### config.mk
export PLATFORM = sky130hd
export DESIGN_NAME = presence_majority_debounce
export DESIGN_NICKNAME = d
export VERILOG_FILES = /design/src/rtl/pmd_pkg.sv /design/src/rtl/presence_majority_debounce.sv
export SDC_FILE = /design/constraint.sdc
export NUM_CORES = 1
export LEC_CHECK = 0
export ABC_AREA = 1
export ABC_CLOCK_PERIOD_IN_PS = 3100
export BUFFER_PORTS_ARGS = -buffer_cell sky130_fd_sc_hd__buf_4
export CORE_ASPECT_RATIO = 0.5
export CORE_MARGIN = 2
export CORE_UTILIZATION = 45
export DETAILED_ROUTE_END_ITERATION = 10
export PLACE_DENSITY = 0.7
export SKIP_CTS_REPAIR_TIMING = 1
export SYNTH_ARGS = -nofsm -noshare
export SYNTH_HDL_FRONTEND = slang
export SYNTH_SLANG_ARGS = --single-unit
### constraint.sdc
create_clock -name clock -period 3.1 [get_ports clock]
set_input_delay 0.31 -clock clock [delete_from_list [all_inputs] [get_ports clock]]
set_output_delay 0.31 -clock clock [all_outputs]
set_load 0.1 [all_outputs]
### src/rtl/pmd_pkg.sv
`default_nettype none

package pmd_pkg;

   // Fixed by the payload layout: four channels of five samples each.
   localparam int CHANNELS     = 4;
   localparam int FAST_SAMPLES = 5;

   localparam int SAMPLE_CNT_W = $clog2(FAST_SAMPLES + 1);
   localparam int MAJ_W        = 3;
   localparam int DEB_W        = 4;
   localparam int TIME_W       = 32;
   localparam int CMP_W        = (SAMPLE_CNT_W > MAJ_W) ? SAMPLE_CNT_W : MAJ_W;

   localparam logic [MAJ_W-1:0]  MAJORITY_RESET = MAJ_W'(3);
   localparam logic [DEB_W-1:0]  DEBOUNCE_RESET = DEB_W'(4);
   localparam logic [TIME_W-1:0] HOLD_MS_RESET  = TIME_W'(10 * 1000);

   localparam int CSR_INDEX_W = 2;

   typedef enum logic [CSR_INDEX_W-1:0] {
      CSR_MAJORITY_NEEDED = 2'd0,
      CSR_DEBOUNCE_POLLS  = 2'd1,
      CSR_ABSENT_HOLD_MS  = 2'd2
   } csr_index_type;

   typedef struct packed {
      logic [TIME_W-1:0]       now_ms;
      logic [FAST_SAMPLES-1:0] levels_ch3;
      logic [FAST_SAMPLES-1:0] levels_ch2;
      logic [FAST_SAMPLES-1:0] levels_ch1;
      logic [FAST_SAMPLES-1:0] levels_ch0;
   } req_payload_type;

   typedef struct packed {
      logic [CHANNELS-1:0] present_mask;
      logic                boot_lock;
      logic                status_valid;
   } rsp_payload_type;

   // Number of samples that read low (present).
   function automatic logic [SAMPLE_CNT_W-1:0] count_low(
      input logic [FAST_SAMPLES-1:0] levels
   );
      logic [SAMPLE_CNT_W-1:0] n;
      n = '0;
      for (int b = 0; b < FAST_SAMPLES; b++) begin
         if (!levels[b]) begin
            n = n + SAMPLE_CNT_W'(1);
         end
      end
      return n;
   endfunction

endpackage

`default_nettype wire

### src/rtl/presence_majority_debounce.sv
// Presence majority-vote debouncer with start-up lock.
//
// Request channel (req_valid / req_stall / req_payload): one poll per request,
// carrying five pin samples for each of four channels and a millisecond
// timestamp. A request is taken on a rising edge with req_valid high and
// req_stall low.
// Result channel (rsp_valid / rsp_stall / rsp_payload): exactly one result per
// request, in order: the confirmed presence mask, the boot lock, and the
// status-valid flag (inverse of the lock).
// Configuration (csr_valid / csr_ready / csr_index / csr_data): csr_ready is
// always high; write only while no request is in flight.
// A poll moves from the input register through the vote/debounce/lock logic
// into the result register, where rsp_valid rises. Throughput is one request
// per cycle while the receiver does not stall, set by the single pass through
// the per-channel logic that reads and updates the channel state.
// Reset (synchronous, active high) clears all channel state, holds the lock,
// disarms the absence timer and restores the register defaults (majority 3,
// debounce 4 polls, hold 10000 ms). When the receiver stalls, the result
// register holds; the input register still takes one more request, and
// req_stall rises only when both registers are full.

`default_nettype none

module presence_majority_debounce (
   input  wire                                      clock,
   input  wire                                      reset,
   input  wire                                      req_valid,
   output logic                                     req_stall,
   input  pmd_pkg::req_payload_type                 req_payload,
   output logic                                     rsp_valid,
   input  wire                                      rsp_stall,
   output pmd_pkg::rsp_payload_type                 rsp_payload,
   input  wire                                      csr_valid,
   output logic                                     csr_ready,
   input  wire  [pmd_pkg::CSR_INDEX_W-1:0]          csr_index,
   input  wire  [pmd_pkg::TIME_W-1:0]               csr_data
);

   localparam int CH = pmd_pkg::CHANNELS;

   // Configuration registers.
   logic [pmd_pkg::MAJ_W-1:0]  majority_ff;
   logic [pmd_pkg::DEB_W-1:0]  debounce_ff;
   logic [pmd_pkg::TIME_W-1:0] hold_ms_ff;

   // Pipeline registers.
   logic                     s1_valid_ff, s1_valid_in;
   pmd_pkg::req_payload_type s1_payload_ff;
   logic                     rsp_valid_ff, rsp_valid_in;
   pmd_pkg::rsp_payload_type rsp_payload_ff, rsp_payload_in;

   // Channel and lock state.
   logic [CH-1:0]             conf_ff, conf_in;
   logic [pmd_pkg::DEB_W-1:0] cnt_ff [CH];
   logic [pmd_pkg::DEB_W-1:0] cnt_in [CH];
   logic                      lock_ff, lock_in;
   logic [pmd_pkg::TIME_W-1:0] start_ff, start_in;
   logic                      armed_ff, armed_in;

   logic req_take;
   logic out_load;
   logic advance;

   logic [pmd_pkg::FAST_SAMPLES-1:0] levels [CH];
   logic [pmd_pkg::TIME_W-1:0]       elapsed;

   assign csr_ready = 1'b1;

   // The result register loads whenever it is empty or being drained; the
   // input register moves into it at the same time.
   assign out_load  = !rsp_valid_ff || !rsp_stall;
   assign advance   = s1_valid_ff && out_load;
   assign req_stall = s1_valid_ff && !out_load;
   assign req_take  = req_valid && !req_stall;

   assign rsp_valid   = rsp_valid_ff;
   assign rsp_payload = rsp_payload_ff;

   assign levels[0] = s1_payload_ff.levels_ch0;
   assign levels[1] = s1_payload_ff.levels_ch1;
   assign levels[2] = s1_payload_ff.levels_ch2;
   assign levels[3] = s1_payload_ff.levels_ch3;

   // Wrapped elapsed time since the absence timer was armed.
   assign elapsed = s1_payload_ff.now_ms - start_ff;

   always_comb begin
      s1_valid_in = s1_valid_ff;
      if (req_take) begin
         s1_valid_in = 1'b1;
      end else if (advance) begin
         s1_valid_in = 1'b0;
      end
      rsp_valid_in = rsp_valid_ff;
      if (advance) begin
         rsp_valid_in = 1'b1;
      end else if (rsp_valid_ff && !rsp_stall) begin
         rsp_valid_in = 1'b0;
      end
   end

   // Majority vote, debounce and boot-lock update for the poll in the input
   // register. State only changes when that poll moves to the result register.
   always_comb begin
      logic [pmd_pkg::DEB_W-1:0] inc;
      logic                      raw;
      logic [pmd_pkg::CMP_W-1:0] n_low;
      logic [pmd_pkg::CMP_W-1:0] need;

      conf_in  = conf_ff;
      lock_in  = lock_ff;
      start_in = start_ff;
      armed_in = armed_ff;
      for (int i = 0; i < CH; i++) begin
         cnt_in[i] = cnt_ff[i];
      end

      for (int i = 0; i < CH; i++) begin
         n_low = pmd_pkg::CMP_W'(pmd_pkg::count_low(levels[i]));
         need  = pmd_pkg::CMP_W'(majority_ff);
         raw   = (n_low >= need);
         inc   = cnt_ff[i] + pmd_pkg::DEB_W'(1);
         if (raw == conf_ff[i]) begin
            cnt_in[i] = '0;
         end else if (inc >= debounce_ff) begin
            // A zero debounce setting behaves like one: any disagreement flips.
            conf_in[i] = raw;
            cnt_in[i]  = '0;
         end else begin
            cnt_in[i] = inc;
         end
      end

      // The lock is released only after a full hold period with nothing
      // confirmed present; any presence disarms the timer again.
      if (lock_ff) begin
         if (conf_in != '0) begin
            armed_in = 1'b0;
         end else if (!armed_ff) begin
            start_in = s1_payload_ff.now_ms;
            armed_in = 1'b1;
         end else if (elapsed >= hold_ms_ff) begin
            lock_in = 1'b0;
         end
      end

      rsp_payload_in.present_mask = conf_in;
      rsp_payload_in.boot_lock    = lock_in;
      rsp_payload_in.status_valid = !lock_in;
   end

   always_ff @(posedge clock) begin
      if (reset) begin
         majority_ff <= pmd_pkg::MAJORITY_RESET;
         debounce_ff <= pmd_pkg::DEBOUNCE_RESET;
         hold_ms_ff  <= pmd_pkg::HOLD_MS_RESET;
      end else if (csr_valid && csr_ready) begin
         unique case (csr_index)
            pmd_pkg::CSR_MAJORITY_NEEDED: majority_ff <= csr_data[pmd_pkg::MAJ_W-1:0];
            pmd_pkg::CSR_DEBOUNCE_POLLS:  debounce_ff <= csr_data[pmd_pkg::DEB_W-1:0];
            pmd_pkg::CSR_ABSENT_HOLD_MS:  hold_ms_ff  <= csr_data;
            default: begin
            end
         endcase
      end
   end

   always_ff @(posedge clock) begin
      if (reset) begin
         s1_valid_ff  <= 1'b0;
         rsp_valid_ff <= 1'b0;
      end else begin
         s1_valid_ff  <= s1_valid_in;
         rsp_valid_ff <= rsp_valid_in;
      end
   end

   always_ff @(posedge clock) begin
      if (req_take) begin
         s1_payload_ff <= req_payload;
      end
      if (advance) begin
         rsp_payload_ff <= rsp_payload_in;
      end
   end

   always_ff @(posedge clock) begin
      if (reset) begin
         conf_ff  <= '0;
         lock_ff  <= 1'b1;
         start_ff <= '0;
         armed_ff <= 1'b0;
         for (int i = 0; i < CH; i++) begin
            cnt_ff[i] <= '0;
         end
      end else if (advance) begin
         conf_ff  <= conf_in;
         lock_ff  <= lock_in;
         start_ff <= start_in;
         armed_ff <= armed_in;
         for (int i = 0; i < CH; i++) begin
            cnt_ff[i] <= cnt_in[i];
         end
      end
   end

   // Once released, the lock stays released until reset.
   a_lock_sticky: assert property (@(posedge clock) disable iff (reset)
      !lock_ff |=> !lock_ff)
      else $error("boot lock was taken again after release");

   // The lock can only be released from an armed absence timer.
   a_release_armed: assert property (@(posedge clock) disable iff (reset)
      $fell(lock_ff) |-> $past(armed_ff))
      else $error("boot lock released without an armed absence timer");

   // A disagreement counter flips its channel before it can reach its top value.
   a_cnt_bound: assert property (@(posedge clock) disable iff (reset)
      (cnt_ff[0] != '1) && (cnt_ff[1] != '1) && (cnt_ff[2] != '1) && (cnt_ff[3] != '1))
      else $error("disagreement counter reached its top value");

endmodule

`default_nettype wire
==> results.py, run 1 <==
metrics = {
    "finish": {
        "final_net_count": 1679,
        "post_layout_nonfiller_instances": 1789,
        "seq_area_um2": 3800,
        "number_of_inserted_filler_cells_in_the_final_layout": 1847,
        "antenna-diode-count": 0,
        "fin_util": 0.604,
        "multi_input_combinational_cell_area_um2": 5670,
        "syn_to_final_growth_pct": 32.0,
        "design_area_um2": 13100,
        "final_layout_size_suffix_gt1_frac": 0.285,
    },
    "detailed_routing": {
        "route.layer.met1.wl_mm": 11.6,
        "dr_wl_met2_mm": 12.1,
        "dr_total_vias": 8804,
        "firstDrtPassIters": 6,
        "met3WireLength_mm": 1.15,
        "drtAntennaViolNets": 0,
        "route.detailed.drc": 0,
        "routed_wl_mm": 25.2,
        "highest_metal_layer_used_by_the_detailed_router": "met4",
        "routedWlPerCell_um": 14.1,
        "avgViaCountPerCell": 4.92,
        "dr.first_iter.drc_count": 568,
    },
    "synthesis": {
        "netlist_instances": 1277,
        "synth.net_count": 1480,
        "yosys.area_share.adder": 0.142,
        "synthTopCellsByArea": "sky130_fd_sc_hd__edfxtp_1, sky130_fd_sc_hd__dfxtp_1, sky130_fd_sc_hd__ha_1",
        "netlist.top_cell.by_area": "sky130_fd_sc_hd__edfxtp_1",
        "post_synth_mux_area_share": 0,
        "synth_seq_area_share": 0.384,
        "syn-cell-area_um2": 9910,
        "main_combinational_cell_family_by_area_after_synthesis": "simple AND/OR/NAND/NOR gates",
        "synth_simple_gate_area_share": 0.216,
        "synth-xor-area-share": 0.0416,
        "synth-seq-cells": 153,
        "synth_enable_flop_cells": 74,
        "netlist-cell-type-count": 41,
        "dominantRegCellSynth": "sky130_fd_sc_hd__dfxtp_1",
        "top_area_cell_type_share_of_the_netlist_area": 0.224,
        "async_reset_ff_frac": 0,
        "ys_warn_count": 0,
        "synth_compound_area_frac": 0.107,
        "synth_most_common_cell": "sky130_fd_sc_hd__nand2_1",
        "ys_top_cells_by_count": "sky130_fd_sc_hd__nand2_1, sky130_fd_sc_hd__inv_1, sky130_fd_sc_hd__ha_1",
        "avgSynthCellArea_um2": 7.76,
    },
    "clock_network": {
        "register_clock_pin_slew_on_the_reported_worst_setup_and_hold_paths_ns": 0.07,
        "cts_root_buf": "sky130_fd_sc_hd__clkbuf_16",
        "clock_sink_count": 153,
        "clock_tree_from_tritoncts": "built",
        "ctsHtreeMaxLevel": 4,
        "clk_path_buf_depth": 2,
        "insertion_delay_ns": 0.46,
        "cts_inserted_buffers": 17,
    },
    "worst_setup_path": {
        "start_kind": "register",
        "crit_type": "reg2reg",
        "crit_required_ns": 3.49,
        "critical_path_arrival_ns": 4.01,
        "worstSetupEndpointType": "register",
        "regToRegSetupSlack_ns": -0.52,
        "cp_max_fo": 8,
    },
    "floorplan": {
        "io_pins": 100,
        "core_area_um2": 21600,
        "start_util": 0.458,
        "die_height_um": 109,
        "die-area_um2": 23300,
        "fp.dieW_um": 214,
        "rows": 38,
    },
    "sta": {
        "setup_slack_ns": -0.524,
        "skew_ns": 0.0123,
        "total_negative_setup_slack_ns": -19.74,
        "finalSetupViolations": 54,
        "fmax_ghz": 0.276,
        "relSlewSlack": 0.442,
        "min_period_ns": 3.62,
        "grt_setup_unrepaired": "true",
        "timing_max_transition_violations_final": 0,
        "hold_viol_final": 0,
        "worst_slew_pin_slew_ns": 0.835,
        "final_min_period_over_clock_period": 1.17,
    },
    "pwr": {
        "power.ir.vdd_worst_mv": 0.370,
        "power_switching_share": 0.352,
        "power.sequential.fraction": 0.313,
        "total_power_uw": 7540,
        "combinationalPowerShare": 0.394,
        "power_switching_uw": 2650,
        "int_pwr_uw": 4890,
        "powerDensity_nw_per_um2": 577,
        "power.static_leakage_uw": 0.00609,
        "power.clock.fraction": 0.293,
    },
    "run": {
        "maxCapViolations": 0,
    },
    "placed_design": {
        "detailed_place_hpwl_mm": 18.4,
        "place.detailed.instances": 1746,
        "dpl-instance-area_um2": 11800,
        "numPortBuffers": 98,
        "place_congestion": 0.890,
    },
    "grt": {
        "grtUsageTotal": 0.218,
        "first_global_vias": 8485,
        "wire_length_of_the_first_global_routing_pass_mm": 39.4,
        "grt_start_max_net_pins": 73,
        "antenna_found_initial": 0,
        "grt-ovfl-total": 0,
    },
    "worst_hold_path": {
        "worst_hold_path_type": "in2reg",
    },
    "status": {
        "violations_in_the_final_reports": "setup timing",
        "run_status": "finished with violations",
    },
}
## routing by layer
| metal | up-vias | GRT usage |
|---|---|---|
| li1 | 4529 | - |
| met1 | 4085 | 0.272 |
| met2 | 156 | 0.379 |
| met3 | 34 | 0.0498 |
| met4 | 0 | 0.0675 |
| met5 | - | 0 |
## cells in the final DEF, fill, tap and decap left out, drive strengths merged, types with 12 or more instances in the layout
cell	n
dfxtp	79
a21oi	95
xor2	35
buf	204
ha	111
nor3	12
o21ai	62
nand2	279
nand3	43
xnor2	12
nand4	37
inv	253
nor2	110
edfxtp	74
clkbuf	20
## logic make-up after synthesis
family	count (synthesis)
adders and majority gates	112
DFF	153
buffers and inverters	276
other	1
AOI/OAI and AO/OA	195
xor gates and xnor gates	47
and+or+nand+nor	493
## cell type report
type,count,share of cell area
clock buffer,18,0.0336
multi-input combinational,848,0.434
timing repair buffer,206,0.127
tap,300,0.0287
sequential,153,0.291
inverter,250,0.0718
clock inverter,14,0.0144
## power by group through the flow
stage | logic [uW] | clock network (uW) | registers (uW)
2_1_floorplan | 1600 | 0 | 2430
3_3_place_gp | 2470 | 0 | 2390
3_5_place_dp | 2580 | 0 | 2390
4_1_cts | 2600 | 2250 | 2350
5_1_grt | 3310 | 2330 | 2370
6_report | 2970 | 2210 | 2360
## metrics by stage
stage	hold WS, ns	setup WS (ns)
global route	0.00447	-0.707
detailed placement	0.459	-0.492
global placement	0.445	-0.316
finish	0.0243	-0.524
floorplan	0.379	-0.0567
CTS	0.00838	-0.510
## state kept, by name, indices dropped and copies added (netlist names)
signal,cells
s1_payload_ff,32
cnt_ff,16
rsp_valid,1
rsp_payload,6
hold_ms_ff,32
conf_ff,4
lock_ff,1
armed_ff,1
s1_valid_ff,1
levels,20
debounce_ff,4
start_ff,32
majority_ff,3
## final timing paths
path | to | start | cells after the start
setup / recovery | start_ff[25] | levels[10] | 23
hold / removal | levels[7] | req_payload[12] | 1
setup reg to reg | start_ff[25] | levels[10] | 23
hold reg to reg | hold_ms_ff[5] | hold_ms_ff[5] | 2
## critical path: stages, from the launching register on
cell,delay (ns)
sky130_fd_sc_hd__edfxtp_1,0.41
sky130_fd_sc_hd__inv_2,0.08
sky130_fd_sc_hd__ha_4,0.21
sky130_fd_sc_hd__xnor2_4,0.23
sky130_fd_sc_hd__buf_6,0.13
sky130_fd_sc_hd__xor2_2,0.19
sky130_fd_sc_hd__inv_1,0.08
sky130_fd_sc_hd__ha_2,0.19
sky130_fd_sc_hd__nand2_2,0.06
sky130_fd_sc_hd__xor2_1,0.16
sky130_fd_sc_hd__xor2_1,0.17
sky130_fd_sc_hd__ha_1,0.29
sky130_fd_sc_hd__a21oi_2,0.18
sky130_fd_sc_hd__nand3_2,0.11
sky130_fd_sc_hd__inv_2,0.08
sky130_fd_sc_hd__nand2_1,0.06
sky130_fd_sc_hd__nand2_2,0.09
sky130_fd_sc_hd__nand2_4,0.07
sky130_fd_sc_hd__nor2_8,0.14
sky130_fd_sc_hd__nand3_4,0.16
sky130_fd_sc_hd__clkbuf_16,0.27
sky130_fd_sc_hd__nand2_2,0.07
sky130_fd_sc_hd__inv_2,0.03
sky130_fd_sc_hd__nor2_1,0.08
Note: power is estimated with default switching activity, not from simulation.
==> inputs of run 2 (changes only) <==
--- a/config.mk
+++ b/config.mk
@@ -8,11 +8,14 @@
 export ABC_AREA = 1
 export ABC_CLOCK_PERIOD_IN_PS = 3100
 export BUFFER_PORTS_ARGS = -buffer_cell sky130_fd_sc_hd__buf_4
-export CORE_ASPECT_RATIO = 0.5
+export CELL_PAD_IN_SITES_DETAIL_PLACEMENT = 0
+export CELL_PAD_IN_SITES_GLOBAL_PLACEMENT = 1
+export CORE_ASPECT_RATIO = 1.1
 export CORE_MARGIN = 2
-export CORE_UTILIZATION = 45
+export CORE_UTILIZATION = 40
 export DETAILED_ROUTE_END_ITERATION = 10
-export PLACE_DENSITY = 0.7
+export PLACE_DENSITY = 0.81
+export REMOVE_ABC_BUFFERS = 1
 export SKIP_CTS_REPAIR_TIMING = 1
 export SYNTH_ARGS = -nofsm -noshare
 export SYNTH_HDL_FRONTEND = slang
==> run 2 against run 1 <==
The flow still finishes with violations (setup timing); cell count up 0.95%; combinational power down 3%; global-route usage is 3.5 points lower; final area fell by 0.17%; via count fell by 1.4%; flip-flop and latch count is the same; power fell by 2.4%; clock skew is 0.0031 ns lower; clock power down 3%; sequential power is essentially flat; wire length shrank 4.7%; die area is 12% higher.
==> results.py, run 2 (synthesized netlist as in run 1, its figures left out) <==
metrics = {
    "sta": {
        "final_min_period_over_clock_period": 1.17,
        "min_period_ns": 3.63,
        "relSlewSlack": 0.492,
        "fmax_ghz": 0.276,
        "skew_ns": 0.00928,
        "timing_max_transition_violations_final": 0,
        "finalSetupViolations": 50,
        "hold_viol_final": 0,
        "setup_slack_ns": -0.525,
        "total_negative_setup_slack_ns": -18.07,
        "grt_setup_unrepaired": "true",
        "worst_slew_pin_slew_ns": 0.761,
    },
    "clock_network": {
        "ctsHtreeMaxLevel": 4,
        "clk_path_buf_depth": 2,
        "cts_inserted_buffers": 17,
        "clock_tree_from_tritoncts": "built",
        "register_clock_pin_slew_on_the_reported_worst_setup_and_hold_paths_ns": 0.07,
        "cts_root_buf": "sky130_fd_sc_hd__clkbuf_16",
        "insertion_delay_ns": 0.43,
        "clock_sink_count": 153,
    },
    "worst_hold_path": {
        "min_delay_worst_endpoint": "s1_payload_ff[41]",
        "holdPathStages": 1,
        "worst_hold_path_type": "in2reg",
        "worstHoldStart": "req_payload[41]",
    },
    "placed_design": {
        "place_congestion": 0.855,
        "numPortBuffers": 98,
        "detailed_place_hpwl_mm": 17.9,
        "place.detailed.instances": 1768,
        "pre_cts_ws_ns": -0.578,
    },
    "floorplan": {
        "core_area_um2": 24400,
        "io_pins": 100,
        "rows": 60,
        "die-area_um2": 26000,
        "die_height_um": 169,
        "start_util": 0.406,
        "fp.dieW_um": 154,
    },
    "worst_setup_path": {
        "worstSetupEndpointType": "register",
        "start_kind": "register",
        "crit_type": "reg2reg",
        "worst_r2r_startpoint": "levels[10]",
        "cp_max_fo": 8,
        "r2r-end": "start_ff[13]",
        "regToRegSetupSlack_ns": -0.53,
        "crit_required_ns": 3.47,
        "critical_path_arrival_ns": 4.00,
        "ff2ff_path_depth": 23,
    },
    "finish": {
        "post_layout_nonfiller_instances": 1806,
        "top_regs": "hold_ms_ff: 32 flops, s1_payload_ff: 32 flops, start_ff: 32 flops",
        "antenna-diode-count": 0,
        "final_layout_size_suffix_gt1_frac": 0.274,
        "final_common_cell": "sky130_fd_sc_hd__nand2_1",
        "multi_input_combinational_cell_area_um2": 5580,
        "layout.cells.most_common_list": "sky130_fd_sc_hd__nand2_1, sky130_fd_sc_hd__inv_1, sky130_fd_sc_hd__buf_4, sky130_fd_sc_hd__ha_1, sky130_fd_sc_hd__nor2_1",
        "final_net_count": 1686,
        "seq_area_um2": 3800,
        "number_of_inserted_filler_cells_in_the_final_layout": 2317,
        "syn_to_final_growth_pct": 31.8,
    },
    "pwr": {
        "power_switching_share": 0.348,
        "power.ir.vdd_worst_mv": 0.293,
        "power_switching_uw": 2560,
        "powerDensity_nw_per_um2": 564,
        "int_pwr_uw": 4800,
        "power.clock.fraction": 0.291,
        "combinationalPowerShare": 0.389,
        "total_power_uw": 7360,
        "power.sequential.fraction": 0.320,
        "power.static_leakage_uw": 0.00611,
    },
    "status": {
        "run_status": "finished with violations",
        "violations_in_the_final_reports": "setup timing",
    },
    "detailed_routing": {
        "dr_total_vias": 8679,
        "drtAntennaViolNets": 0,
        "dr.first_iter.drc_count": 386,
        "route.detailed.drc": 0,
        "routed_wl_mm": 24.1,
        "firstDrtPassIters": 5,
        "avgViaCountPerCell": 4.81,
        "routedWlPerCell_um": 13.3,
    },
    "grt": {
        "first_global_vias": 8313,
        "antenna_found_initial": 0,
        "grt_start_max_net_pins": 46,
        "grtUsageTotal": 0.184,
        "grt-ovfl-total": 0,
        "wire_length_of_the_first_global_routing_pass_mm": 38.3,
    },
    "run": {
        "maxCapViolations": 0,
    },
}
[run 2: worst max-delay path: stages (launching register included)]
cell and delay (ns):
sky130_fd_sc_hd__edfxtp_1 0.40, sky130_fd_sc_hd__inv_2 0.09, sky130_fd_sc_hd__ha_4 0.21, sky130_fd_sc_hd__xnor2_2 0.14, sky130_fd_sc_hd__ha_1 0.30, sky130_fd_sc_hd__nand2_2 0.07, sky130_fd_sc_hd__nand2_2 0.09, sky130_fd_sc_hd__ha_4 0.13
sky130_fd_sc_hd__nand2_2 0.05, sky130_fd_sc_hd__xor2_1 0.16, sky130_fd_sc_hd__xor2_1 0.16, sky130_fd_sc_hd__ha_1 0.35, sky130_fd_sc_hd__a21oi_2 0.17, sky130_fd_sc_hd__nand3_2 0.13, sky130_fd_sc_hd__inv_2 0.09, sky130_fd_sc_hd__nand2_1 0.07
sky130_fd_sc_hd__nand2_2 0.09, sky130_fd_sc_hd__nand2_4 0.07, sky130_fd_sc_hd__nor2_8 0.14, sky130_fd_sc_hd__nand3_4 0.19, sky130_fd_sc_hd__clkbuf_16 0.28, sky130_fd_sc_hd__nand2_2 0.07, sky130_fd_sc_hd__inv_2 0.03, sky130_fd_sc_hd__nor2_1 0.07
[run 2: stage by stage]
stage	hold WS (ns)	instance area, um^2	utilization
detailed placement	0.455	11800	0.483
global placement	0.448	11800	0.483
CTS	0.0268	12400	0.507
finish	0.0471	13100	0.535
global route	0.0296	13100	0.535
floorplan	0.379	9780	-
[run 2: worst max path at each step]
stage | start | slack, ns | endpoint
2_1_floorplan | rsp_valid | -0.71 | levels[0]
3_3_place_gp | levels[10] | -0.49 | start_ff[12]
3_5_place_dp | levels[0] | -0.58 | start_ff[12]
4_1_cts | levels[0] | -0.63 | start_ff[0]
5_1_grt | levels[15] | -0.76 | start_ff[8]
6_report | levels[10] | -0.53 | start_ff[13]
[run 2: power groups by stage]
stage | Sequential (uW) | Combinational [uW] | Clock [uW]
floorplan | 2430 | 1540 | 0
global placement | 2390 | 2490 | 0
global route | 2370 | 3230 | 2250
finish | 2350 | 2870 | 2140
CTS | 2350 | 2560 | 2180
detailed placement | 2390 | 2540 | 0
[run 2: final cells by class]
| cell class | count | area share |
|---|---|---|
| clock buffers | 20 | 0.0350 |
| clock inverters | 12 | 0.0106 |
| inverters | 250 | 0.0719 |
| multi-input cells | 848 | 0.427 |
| flip-flops and latches | 153 | 0.291 |
| well taps | 310 | 0.0297 |
| repair buffers | 213 | 0.134 |
[run 2: layer usage]
| layer | vias up | share of wire | GRT usage |
|---|---|---|---|
| li1 | 4542 | - | - |
| met5 | - | 0 | 0 |
| met1 | 3961 | 0.45 | 0.229 |
| met3 | 32 | 0.036 | 0.0328 |
| met4 | 0 | 0.019 | 0.0565 |
| met2 | 144 | 0.49 | 0.324 |
==> inputs of run 3 (changes only) <==
--- a/config.mk
+++ b/config.mk
@@ -16,7 +16,6 @@
 export DETAILED_ROUTE_END_ITERATION = 10
 export PLACE_DENSITY = 0.81
 export REMOVE_ABC_BUFFERS = 1
-export SKIP_CTS_REPAIR_TIMING = 1
 export SYNTH_ARGS = -nofsm -noshare
 export SYNTH_HDL_FRONTEND = slang
 export SYNTH_SLANG_ARGS = --single-unit
==> run 3 against run 2 <==
The flow still finishes with violations (setup timing); global-route usage is 0.76 points higher; combinational power is 6% higher; utilization is 0.84 points higher; die area stayed put; hold slack better by 0.0021 ns; clock skew is 0.0011 ns higher; via count is 1.1% higher; clock power hardly changed; maximum frequency is 0.22% lower; critical path type unchanged.
==> results.py, run 3 (synthesized netlist as in run 1, its figures left out) <==
metrics = {
    "floorplan": {
        "rows": 60,
        "io_pins": 100,
        "die-area_um2": 26000,
        "start_util": 0.406,
        "core_area_um2": 24400,
        "die_height_um": 169,
        "fp.dieW_um": 154,
    },
    "pwr": {
        "power.static_leakage_uw": 0.00621,
        "power.sequential.fraction": 0.312,
        "int_pwr_uw": 4920,
        "powerDensity_nw_per_um2": 569,
        "power.clock.fraction": 0.284,
        "power_switching_uw": 2630,
        "power_switching_share": 0.348,
        "power.ir.vdd_worst_mv": 0.289,
        "combinationalPowerShare": 0.404,
    },
    "detailed_routing": {
        "routedWlPerCell_um": 13.6,
        "route.detailed.drc": 0,
        "dr.first_iter.drc_count": 424,
        "firstDrtPassIters": 5,
        "avgViaCountPerCell": 4.81,
        "dr_wl_met2_mm": 12.4,
        "route.layer.met1.wl_mm": 11.2,
        "routed_wl_mm": 24.9,
        "drtAntennaViolNets": 0,
        "highest_metal_layer_used_by_the_detailed_router": "met4",
        "dr_total_vias": 8778,
        "met3WireLength_um": 865,
    },
    "worst_setup_path": {
        "cp_max_fo": 7,
        "worstSetupEndpointType": "register",
        "critPathMostFrequentCell": "sky130_fd_sc_hd__nand2_2",
        "cp_cell_sequence": "inv_2 > ha_4 > xnor2_2 > ha_1 > nand2_2 > nand2_2 > ha_4 > nand2_4 > xor2_2 > xor2_1 > ha_1 > a21oi_2 > nand3_2 > inv_2 > nand2_1 > nand2_2 > nand2_4 > nor2_8 > nand3_4 > clkbuf_16 > nand2_2 > inv_2 > nor2_1",
        "crit_required_ns": 3.47,
        "crit_slowest_cell": "sky130_fd_sc_hd__edfxtp_1",
        "critical_path_arrival_ns": 4.00,
        "crit_type": "reg2reg",
        "max_stage_delay_ns": 0.40,
        "start_kind": "register",
    },
    "placed_design": {
        "detailed_place_hpwl_mm": 17.9,
        "numPortBuffers": 98,
        "pre_cts_ws_ns": -0.578,
        "place_congestion": 0.855,
    },
    "grt": {
        "grt-ovfl-total": 0,
        "grtUsageTotal": 0.191,
        "antenna_found_initial": 0,
        "grt_start_max_net_pins": 46,
        "first_global_vias": 8584,
        "wire_length_of_the_first_global_routing_pass_mm": 39.8,
    },
    "status": {
        "run_status": "finished with violations",
        "violations_in_the_final_reports": "setup timing",
    },
    "sta": {
        "hold_viol_final": 0,
        "final_min_period_over_clock_period": 1.17,
        "relSlewSlack": 0.506,
        "min_period_ns": 3.63,
        "setup_slack_ns": -0.533,
        "timing_max_transition_violations_final": 0,
        "fmax_ghz": 0.275,
        "skew_ns": 0.0104,
        "grt_setup_unrepaired": "true",
        "finalSetupViolations": 54,
        "worst_slew_pin_slew_ns": 0.741,
    },
    "finish": {
        "final_net_count": 1704,
        "final_layout_size_suffix_gt1_frac": 0.285,
        "layout.cells.most_common_list": "sky130_fd_sc_hd__nand2_1, sky130_fd_sc_hd__buf_4, sky130_fd_sc_hd__inv_1, sky130_fd_sc_hd__ha_1, sky130_fd_sc_hd__nor2_1",
        "syn_to_final_growth_pct": 33.8,
        "antenna-diode-count": 0,
        "final_common_cell": "sky130_fd_sc_hd__nand2_1",
        "fin_util": 0.543,
        "top_regs": "hold_ms_ff: 32 flops, s1_payload_ff: 32 flops, start_ff: 32 flops",
        "number_of_inserted_filler_cells_in_the_final_layout": 2303,
    },
    "clock_network": {
        "cts_root_buf": "sky130_fd_sc_hd__clkbuf_16",
        "insertion_delay_ns": 0.43,
        "clock_tree_from_tritoncts": "built",
        "ctsHtreeMaxLevel": 4,
        "clock_sink_count": 153,
        "cts_hold_repair.buffers": 0,
        "register_clock_pin_slew_on_the_reported_worst_setup_and_hold_paths_ns": 0.07,
        "clk_path_buf_depth": 2,
        "cts_inserted_buffers": 17,
    },
    "worst_hold_path": {
        "worst_hold_path_type": "in2reg",
    },
    "run": {
        "maxCapViolations": 0,
    },
}
==> run 3: cell types whose count changed in the layout (fill, tap and decap cells not counted), moves of 2 or more <==
cell / delta
sky130_fd_sc_hd__nor2_2: -6
sky130_fd_sc_hd__nor2_1: +5
sky130_fd_sc_hd__buf_6: +5
sky130_fd_sc_hd__inv_1: -2
sky130_fd_sc_hd__nand2_2: +9
sky130_fd_sc_hd__nand2_4: -8
sky130_fd_sc_hd__a31oi_1: -2
sky130_fd_sc_hd__buf_4: +12
==> run 3: worst max-delay path: cells and delay by family (launching register included) <==
family / cells / cell delay, ns
buffers and inverters: 4 / 0.49
XOR/XNOR: 3 / 0.48
flip-flops: 1 / 0.40
adder cells (fa/ha/maj): 4 / 0.97
AO/OA/AOI/OAI: 1 / 0.17
AND/OR/NAND/NOR: 11 / 1.04
==> run 3: layer usage <==
| layer | track usage | vias to the layer above |
|---|---|---|
| li1 | - | 4582 |
| met1 | 0.233 | 4017 |
| met2 | 0.343 | 145 |
| met3 | 0.0338 | 34 |
| met4 | 0.0614 | 0 |
| met5 | 0 | - |
==> run 3: timing repair <==
action                     in CTS  in global routing
setup buffers                  22                  8
pin swaps                      54                 64
gates resized for setup        61                 94
setup endpoints to repair      56                 59
cloned                          1                  3
==> run 3: worst paths after layout <==
kind	startpoint	end	slack [ns]	cells past startpoint
min reg2reg	hold_ms_ff[5]	hold_ms_ff[5]	0.46	2
max reg2reg	levels[16]	start_ff[17]	-0.53	23
min	req_payload[3]	levels[18]	0.05	1
max	levels[16]	start_ff[17]	-0.53	23
==> run 3: cell type report <==
cell class	count	area, um^2	share of cell area
repair buffers	231	1920	0.145
flip-flops and latches	153	3800	0.287
well taps	310	388	0.0293
multi-input cells	848	5610	0.423
clock inverters	12	139	0.0105
inverters	250	941	0.0710
clock buffers	20	457	0.0345
==> run 3: power groups by stage <==
stage,sequential (uW),clock (uW),combinational (uW)
floorplan,2430,0,1540
global placement,2390,0,2490
finish,2360,2140,3050
detailed placement,2390,0,2540
global route,2370,2250,3410
CTS,2350,2180,2760
==> run 3: stage by stage <==
| stage | power, uW | setup TNS, ns | cells | area (um^2) | hold WS, ns |
|---|---|---|---|---|---|
| after floorplan | 3970 | -55.10 | 1251 | 9780 | 0.379 |
| after global placement | 4880 | -18.11 | 1768 | 11800 | 0.448 |
| after detailed placement | 4940 | -23.24 | 1768 | 11800 | 0.455 |
| after CTS | 7300 | -16.88 | 1817 | 12800 | 0.0268 |
| after global routing | 8040 | -31.13 | 1824 | 13300 | 0.0295 |
| final | 7550 | -19.17 | 1824 | 13300 | 0.0492 |
